<file path="src/bcl_pkg.sv">
`timescale 1ns / 1ps
package bcl_pkg;

  localparam int ROW_W   = 5;
  localparam int COL_W   = 5;
  localparam int CNT_W   = 6;
  localparam int VIDX_W  = 6;
  localparam int LABEL_W = 7;

  localparam logic ACT_LOAD    = 1'b0;
  localparam logic ACT_COMPUTE = 1'b1;

  localparam logic CFG_ROW_COUNT = 1'b0;
  localparam logic CFG_COL_COUNT = 1'b1;

  typedef struct packed {
    logic             action;
    logic [ROW_W-1:0] row;
    logic [COL_W-1:0] col;
    logic             adjacent;
  } bcl_in_t;

  typedef struct packed {
    logic [VIDX_W-1:0]  vertex_index;
    logic [LABEL_W-1:0] label;
    logic [LABEL_W-1:0] label_count;
    logic               last;
  } bcl_out_t;

  // one bit write into the adjacency store
  typedef struct packed {
    logic             en;
    logic [ROW_W-1:0] row;
    logic [COL_W-1:0] col;
    logic             value;
  } bcl_adj_wr_t;

endpackage

</file>
<file path="src/bcl_adj_store.sv">
`timescale 1ns / 1ps
module bcl_adj_store #(
  parameter int MAX_ROWS = 32,
  parameter int MAX_COLS = 32
) (
  input  logic                                       clk,
  input  logic                                       rst_n,
  input  bcl_pkg::bcl_adj_wr_t                       wr,
  input  logic [(MAX_ROWS > 1 ? $clog2(MAX_ROWS) : 1)-1:0] rd_addr,
  output logic [MAX_COLS-1:0]                        rd_data
);
  import bcl_pkg::*;

  localparam int RIW = (MAX_ROWS > 1) ? $clog2(MAX_ROWS) : 1;
  localparam int CIW = (MAX_COLS > 1) ? $clog2(MAX_COLS) : 1;

  // one word per row, bit per column
  logic [MAX_COLS-1:0] mem [MAX_ROWS];
  logic [MAX_ROWS-1:0] row_vld_r;

  logic                wr_ok;
  logic [RIW-1:0]      wr_ridx;
  logic [CIW-1:0]      wr_cidx;
  logic [MAX_COLS-1:0] fresh_word;

  always_comb begin
    wr_ok   = wr.en && (32'(wr.row) < MAX_ROWS) && (32'(wr.col) < MAX_COLS);
    wr_ridx = RIW'(wr.row);
    wr_cidx = CIW'(wr.col);
    fresh_word = '0;
    fresh_word[wr_cidx] = wr.value;
  end

  // a row not yet written reads as all zero
  always_ff @(posedge clk) begin
    if (!rst_n) begin
      row_vld_r <= '0;
    end else if (wr_ok) begin
      row_vld_r[wr_ridx] <= 1'b1;
    end
  end

  always_ff @(posedge clk) begin
    if (wr_ok) begin
      if (row_vld_r[wr_ridx]) begin
        mem[wr_ridx][wr_cidx] <= wr.value;
      end else begin
        mem[wr_ridx] <= fresh_word;
      end
    end
    rd_data <= row_vld_r[rd_addr] ? mem[rd_addr] : '0;
  end

endmodule

</file>
<file path="src/bipartite_component_labeler.sv">
`timescale 1ns / 1ps
// Bipartite component labeler. Load requests (action 0) write one bit of the
// row by column adjacency store. A compute request (action 1) labels the
// connected components over the rows and columns in use, then emits one
// result per vertex, rows first, then columns, each with the total label
// count, the final one flagged last. Components are numbered in order of
// their lowest row; rows with no edge take a label of their own in turn,
// then unlabelled columns in column order. The work is done by sweeps over
// the adjacency store, one row word read at a time: each new component is
// swept until a sweep adds no row, then its columns are stamped; the outer
// scan visits every row and the column pass every column. Each result is
// read from the label memory and held until taken before the next is read.
// Input is stalled from the compute request until the last result has been
// taken.
module bipartite_component_labeler #(
  parameter int MAX_ROWS = 32,
  parameter int MAX_COLS = 32
) (
  input  logic                 clk,
  input  logic                 rst_n,
  input  logic                 in_valid,
  output logic                 in_stall,
  input  bcl_pkg::bcl_in_t     in_data,
  output logic                 out_valid,
  input  logic                 out_stall,
  output bcl_pkg::bcl_out_t    out_data,
  input  logic                 cfg_wr_en,
  input  logic                 cfg_index,
  input  logic [bcl_pkg::CNT_W-1:0] cfg_wdata
);
  import bcl_pkg::*;

  localparam int RIW = (MAX_ROWS > 1) ? $clog2(MAX_ROWS) : 1;
  localparam int CIW = (MAX_COLS > 1) ? $clog2(MAX_COLS) : 1;
  localparam int RCW = $clog2(MAX_ROWS + 1);
  localparam int CCW = $clog2(MAX_COLS + 1);
  localparam int VAW = $clog2(MAX_ROWS + MAX_COLS);
  localparam int VCW = $clog2(MAX_ROWS + MAX_COLS + 1);
  localparam int NV  = MAX_ROWS + MAX_COLS;

  typedef enum logic [3:0] {
    IDLE, ROW_RD, ROW_CHK, FL_RD, FL_CHK, COLW, COL_SCAN,
    EMIT_RD, EMIT_WAIT, EMIT_OUT
  } state_t;

  state_t              state_r;
  logic [RCW-1:0]      rc_r;
  logic [CCW-1:0]      cc_r;
  logic [RCW-1:0]      row_i_r;
  logic [RCW-1:0]      k_r;
  logic [CCW-1:0]      c_r;
  logic [VAW-1:0]      vi_r;
  logic [LABEL_W-1:0]  cnt_r;
  logic                changed_r;
  logic [MAX_COLS-1:0] colset_r;
  logic [MAX_ROWS-1:0] row_lab_r;
  logic [MAX_COLS-1:0] col_lab_r;

  // label memory, rows then columns
  logic [LABEL_W-1:0]  lab_mem [NV];
  logic [LABEL_W-1:0]  lab_q;
  logic                lw_en;
  logic [VAW-1:0]      lw_addr;
  logic [LABEL_W-1:0]  lw_data;

  bcl_adj_wr_t         adj_wr;
  logic [RIW-1:0]      adj_rd_addr;
  logic [MAX_COLS-1:0] adj_rd_data;
  logic [MAX_COLS-1:0] col_mask;
  logic [MAX_COLS-1:0] adj_w;
  logic                hit;
  logic                in_acc;
  logic [VCW-1:0]      total;
  logic [VAW-1:0]      col_vaddr;
  logic [CIW-1:0]      c_idx;
  logic [CNT_W-1:0]    cfg_clamp_r;
  logic [CNT_W-1:0]    cfg_clamp_c;

  assign in_acc   = in_valid && !in_stall;
  assign in_stall = (state_r != IDLE);
  assign total    = VCW'(rc_r) + VCW'(cc_r);
  assign c_idx    = CIW'(c_r);
  assign col_vaddr = VAW'(rc_r) + VAW'(c_r);

  // count registers clamp to 1..max
  always_comb begin
    cfg_clamp_r = cfg_wdata;
    if (cfg_wdata == '0) cfg_clamp_r = CNT_W'(1);
    else if (32'(cfg_wdata) > MAX_ROWS) cfg_clamp_r = CNT_W'(MAX_ROWS);
    cfg_clamp_c = cfg_wdata;
    if (cfg_wdata == '0) cfg_clamp_c = CNT_W'(1);
    else if (32'(cfg_wdata) > MAX_COLS) cfg_clamp_c = CNT_W'(MAX_COLS);
  end

  always_comb begin
    for (int j = 0; j < MAX_COLS; j++) begin
      col_mask[j] = (32'(cc_r) > j);
    end
    adj_w = adj_rd_data & col_mask;
    hit   = |(adj_w & colset_r);
  end

  always_comb begin
    adj_wr.en    = in_acc && (in_data.action == ACT_LOAD);
    adj_wr.row   = in_data.row;
    adj_wr.col   = in_data.col;
    adj_wr.value = in_data.adjacent;
    adj_rd_addr  = (state_r == FL_RD) ? RIW'(k_r) : RIW'(row_i_r);
  end

  bcl_adj_store #(
    .MAX_ROWS (MAX_ROWS),
    .MAX_COLS (MAX_COLS)
  ) u_adj (
    .clk     (clk),
    .rst_n   (rst_n),
    .wr      (adj_wr),
    .rd_addr (adj_rd_addr),
    .rd_data (adj_rd_data)
  );

  // label memory write port
  always_comb begin
    lw_en   = 1'b0;
    lw_addr = VAW'(row_i_r);
    lw_data = cnt_r + LABEL_W'(1);
    case (state_r)
      ROW_CHK: begin
        lw_en = 1'b1;
      end
      FL_CHK: begin
        lw_en   = hit;
        lw_addr = VAW'(k_r);
        lw_data = cnt_r;
      end
      COLW: begin
        lw_en   = (c_r != cc_r) && colset_r[c_idx] && !col_lab_r[c_idx];
        lw_addr = col_vaddr;
        lw_data = cnt_r;
      end
      COL_SCAN: begin
        lw_en   = (c_r != cc_r) && !col_lab_r[c_idx];
        lw_addr = col_vaddr;
      end
      default: begin
        lw_en = 1'b0;
      end
    endcase
  end

  always_ff @(posedge clk) begin
    if (lw_en) begin
      lab_mem[lw_addr] <= lw_data;
    end
    lab_q <= lab_mem[vi_r];
  end

  always_ff @(posedge clk) begin
    if (!rst_n) begin
      state_r   <= IDLE;
      rc_r      <= RCW'(MAX_ROWS);
      cc_r      <= CCW'(MAX_COLS);
      row_i_r   <= '0;
      k_r       <= '0;
      c_r       <= '0;
      vi_r      <= '0;
      cnt_r     <= '0;
      changed_r <= 1'b0;
      colset_r  <= '0;
      row_lab_r <= '0;
      col_lab_r <= '0;
      out_valid <= 1'b0;
    end else begin
      if (cfg_wr_en) begin
        if (cfg_index == CFG_ROW_COUNT) rc_r <= RCW'(cfg_clamp_r);
        else if (cfg_index == CFG_COL_COUNT) cc_r <= CCW'(cfg_clamp_c);
      end
      case (state_r)
        IDLE: begin
          if (in_acc && in_data.action == ACT_COMPUTE) begin
            row_lab_r <= '0;
            col_lab_r <= '0;
            cnt_r     <= '0;
            row_i_r   <= '0;
            state_r   <= ROW_RD;
          end
        end
        // outer row scan
        ROW_RD: begin
          if (row_i_r == rc_r) begin
            c_r     <= '0;
            state_r <= COL_SCAN;
          end else if (row_lab_r[RIW'(row_i_r)]) begin
            row_i_r <= row_i_r + RCW'(1);
          end else begin
            state_r <= ROW_CHK;
          end
        end
        ROW_CHK: begin
          cnt_r <= cnt_r + LABEL_W'(1);
          row_lab_r[RIW'(row_i_r)] <= 1'b1;
          if (adj_w == '0) begin
            row_i_r <= row_i_r + RCW'(1);
            state_r <= ROW_RD;
          end else begin
            colset_r  <= adj_w;
            k_r       <= '0;
            changed_r <= 1'b0;
            state_r   <= FL_RD;
          end
        end
        // flood sweeps: pull in rows touching the column set until stable
        FL_RD: begin
          if (k_r == rc_r) begin
            k_r       <= '0;
            changed_r <= 1'b0;
            if (!changed_r) begin
              c_r     <= '0;
              state_r <= COLW;
            end
          end else if (row_lab_r[RIW'(k_r)]) begin
            k_r <= k_r + RCW'(1);
          end else begin
            state_r <= FL_CHK;
          end
        end
        FL_CHK: begin
          if (hit) begin
            colset_r  <= colset_r | adj_w;
            row_lab_r[RIW'(k_r)] <= 1'b1;
            changed_r <= 1'b1;
          end
          k_r     <= k_r + RCW'(1);
          state_r <= FL_RD;
        end
        // stamp the component's columns
        COLW: begin
          if (c_r == cc_r) begin
            row_i_r <= row_i_r + RCW'(1);
            state_r <= ROW_RD;
          end else begin
            if (colset_r[c_idx]) col_lab_r[c_idx] <= 1'b1;
            c_r <= c_r + CCW'(1);
          end
        end
        // leftover columns each get a label
        COL_SCAN: begin
          if (c_r == cc_r) begin
            vi_r    <= '0;
            state_r <= EMIT_RD;
          end else begin
            if (!col_lab_r[c_idx]) begin
              cnt_r <= cnt_r + LABEL_W'(1);
              col_lab_r[c_idx] <= 1'b1;
            end
            c_r <= c_r + CCW'(1);
          end
        end
        EMIT_RD: begin
          state_r <= EMIT_WAIT;
        end
        EMIT_WAIT: begin
          out_data.vertex_index <= VIDX_W'(vi_r);
          out_data.label        <= lab_q;
          out_data.label_count  <= cnt_r;
          out_data.last         <= (VCW'(vi_r) + VCW'(1) == total);
          out_valid             <= 1'b1;
          state_r               <= EMIT_OUT;
        end
        EMIT_OUT: begin
          if (!out_stall) begin
            out_valid <= 1'b0;
            if (out_data.last) begin
              state_r <= IDLE;
            end else begin
              vi_r    <= vi_r + VAW'(1);
              state_r <= EMIT_RD;
            end
          end
        end
        default: begin
          state_r <= IDLE;
        end
      endcase
    end
  end

  // no result is shown while new requests are taken
  a_idle_no_out: assert property (@(posedge clk) disable iff (!rst_n)
    !in_stall |-> !out_valid)
    else $error("result valid while input open");

  // a flood always works on a non-empty column set
  a_flood_nonempty: assert property (@(posedge clk) disable iff (!rst_n)
    (state_r == FL_CHK) |-> (colset_r != '0))
    else $error("flood with empty column set");

  // a result label never exceeds the count of labels handed out
  a_label_range: assert property (@(posedge clk) disable iff (!rst_n)
    out_valid |-> (out_data.label != '0) && (out_data.label <= out_data.label_count))
    else $error("label out of range");

endmodule
</file>
<file path="config.mk">
export PLATFORM = sky130hd
export DESIGN_NAME = bipartite_component_labeler
export DESIGN_NICKNAME = d
export VERILOG_FILES = /design/src/bcl_pkg.sv /design/src/bcl_adj_store.sv /design/src/bipartite_component_labeler.sv
export SDC_FILE = /design/constraint.sdc
export NUM_CORES = 2
export LEC_CHECK = 0
export BUFFER_PORTS_ARGS = -buffer_cell sky130_fd_sc_hd__buf_4
export CORE_ASPECT_RATIO = 1.4
export CORE_MARGIN = 2
export CORE_UTILIZATION = 55
export CTS_CLUSTER_SIZE = 24
export DETAILED_ROUTE_END_ITERATION = 16
export HOLD_SLACK_MARGIN = 0.15
export PLACE_DENSITY = 0.76
export REMOVE_ABC_BUFFERS = 1
export SLEW_MARGIN = 10
export SYNTH_ARGS = -nofsm -noshare
export SYNTH_HDL_FRONTEND = slang
export SYNTH_SLANG_ARGS = --single-unit
</file>
<file path="constraint.sdc">
create_clock -name clk -period 5.8 [get_ports clk]
set_clock_uncertainty 0.1 [all_clocks]
set_input_delay 0.87 -clock clk [delete_from_list [all_inputs] [get_ports clk]]
set_output_delay 0.87 -clock clk [all_outputs]
set_load 0.005 [all_outputs]
</file>
==> flow_summary.toml <==
[critical_path]
cp_slowest_cell = "a2111oi_0"
cp.buffers_inverters = 1
crit_path_end_kind = "flop"
critPathKind = "flop to flop"
cp_slowest_stage_delay_ns = 0.70
r2r-start = "cc_r[5]"
reg2reg_depth = 9
cp_cell_sequence = "or4_4, o211ai_1, o22ai_1, a2111oi_0, nand4_1, a2111o_1, a211oi_4, buf_12, nor3_1"
cp_max_fo = 54
arrival_ns = 5.14
cp_num_cells = 9
cpLargestDelayFamily = "compound AO/OA/AOI/OAI gates"
crit_required_ns = 6.16
crit_start = "cc_r[5]"
start_kind = "flop"

[global_route]
grt_pass1_wl_mm = 291
overflow = 0
grt_pass1_vias = 45100
grt_max_degree = 128
grtUsageTotal_pct = 29.0
antenna_found_initial = 5

[pwr]
ir_drop_uv = 280
power_density_mw_per_mm2 = 336
p_leak_nw = 28.9
power.total_mw = 27.4

[clock_network]
post_cts_resized = 0
cts_hold_buf = 0
clock-sinks = 1709
tritoncts = "done"
clk_latency_ns = 0.82
cts_setup_buffers = 0
clk_pin_slew_ns = 0.07
cts_buffer_depth = 3
numCtsBuffers = 155
htreeDepth = 4
root_buffer = "clkbuf_16"

[synth]
synth_mux_area_share_pct = 15.1
synth_edf_count = 1493
yosysWarnings = 0
synthAdderAreaFrac_pct = 0.478
yosysSeqAreaShare_pct = 66.6
netlist_area_sq_mm = 0.0738
yosys.area_share.simple_pct = 9.62
syn_avg_cell_area_sq_um = 14.4
synth_top_family_by_area = "multiplexers"
synth_ff_type = "edfxtp_1"
synth-xor-area-share_pct = 0.546
syn-instance-count = 5127
async_flop_share_pct = 0
yosys.cell_types.count = 79
synth_compound_area_share_pct = 5.07
ys_ff_latch = 1709

[timing]
setup_violations = 0
worstMarginPinSlew_ns = 1.25
hold_ws_ns = 0.299
period_share_pct = 82.4
slew_headroom_pct = 16.3
fin_crit_ns = 4.78
maxSlewViolCount = 0
clock.fmax_ghz = 0.209
rsz0062_at_grt = "no"
hold_viol_final = 0

[die]
die_y_um = 438
fp-row-count = 159
core_area_sq_mm = 0.134
num_io_pins = 47
die_width_um = 314
initial_core_util_pct = 55.2
dieArea_sq_mm = 0.137

[cells_and_area]
mostFrequentLayoutCell = "edfxtp_1"
regArea_sq_mm = 0.0492
fillers = 9737
area_growth_pct = 10.4
finalNetCount = 5099
multiInputGateArea_sq_mm = 0.0232
layout-drive-gt1-share_pct = 19.1
mostFrequentLayoutCells = "1493 x edfxtp_1, 1142 x nor2_1, 451 x mux4_2"

[drt]
vias = 45300
drc = 0
wl_mm = 198
antenna_left = 0
first_pass_iters = 5
routedWlPerCell_um = 28.4
drt_iter0_drc = 5529
via_per_inst = 6.51

[min_path]
min_path_type = "input pin to flop"
min-delay-start = "cfg_wdata[4]"
hold_depth = 3

[job]
maxCapViolations = 0

[place]
port_buffers = 46
hpwl_mm = 117
gp_congestion = 0.957

[status]
outcome = "complete, no violations"
Yosys cell counts, drive strengths merged, types with 78 or more instances:
library cell / instances / area, sq um
nand2: 284 / 1070
edfxtp: 1493 / 44800
clkbuf: 365 / 1370
a21oi: 187 / 936
buf: 80 / 348
mux4: 451 / 10200
o21ai: 78 / 390
nor2: 1163 / 4370
nor3: 96 / 480
mux2i: 95 / 951
dfxtp: 216 / 4320
layout make-up:
cell class              count  area share, %
well taps                1771           2.72
flip-flops and latches   1709           60.3
clock inverters            76          0.937
diodes                      4         0.0123
inverters                  53          0.246
multi-input cells        2920           28.4
clock buffers             214           5.21
repair buffers            209           2.11
final timing paths:
path	to	slack (ns)
worst max-delay path	lab_mem[18][4]	1.02
worst min-delay path	rc_r[4]	0.30
worst max register to register	lab_mem[18][4]	1.02
worst min register to register	out_data[12]	0.31
metal layers:
metal,routed length (um),vias up,track usage (%)
li1,-,19100,-
met1,65200,23000,33.9
met2,102000,2601,50.0
met3,17800,631,5.32
met4,12600,6,17.0
met5,34,-,0
kinds of logic after synthesis:
| kind of cell | Yosys count |
|---|---|
| AO/OA/AOI/OAI | 566 |
| XOR/XNOR | 46 |
| adder cells (fa/ha/maj) | 27 |
| buffers and inverters | 498 |
| flip-flops | 1709 |
| multiplexers | 551 |
| AND/OR/NAND/NOR | 1730 |
registers in the layout (all words and copies together), names as in the netlist:
signal           count
c_r                  6
cc_r                 6
changed_r            1
cnt_r                7
col_lab_r           32
colset_r            32
k_r                  6
lab_mem            448
lab_q                7
out_data            21
out_valid            1
rc_r                 6
row_i_r              6
row_lab_r           32
state_r              4
u_adj.mem         1024
u_adj.rd_data       32
u_adj.row_vld_r     32
vi_r                 6
through the flow:
stage          worst slack [ns]  TNS (ns)  utilization, %  cell area (sq um)  cells
3_3_place_gp               1.19         0            57.2              76500   6662
3_5_place_dp               1.10         0            57.2              76500   6662
6_report                   1.02         0            61.0              81500   6956
2_1_floorplan            -21.98   -710.69               -              72100   4682
5_1_grt                   0.875         0            61.0              81500   6952
4_1_cts                    1.08         0            60.9              81500   6952
report_power, final:
group	internal, mW	switching (mW)	total, mW	leakage (nW)
combinational	1.29	2.06	3.36	11.2
clock	5.51	4.60	10.1	2.43
sequential	13.8	0.146	13.9	15.3
tightest hold or removal path, cell delays in order:
cell,delay (ns)
buf_4,0.14
nand3b_1,0.08
a21oi_1,0.06
(Power assumes the default switching activity.)
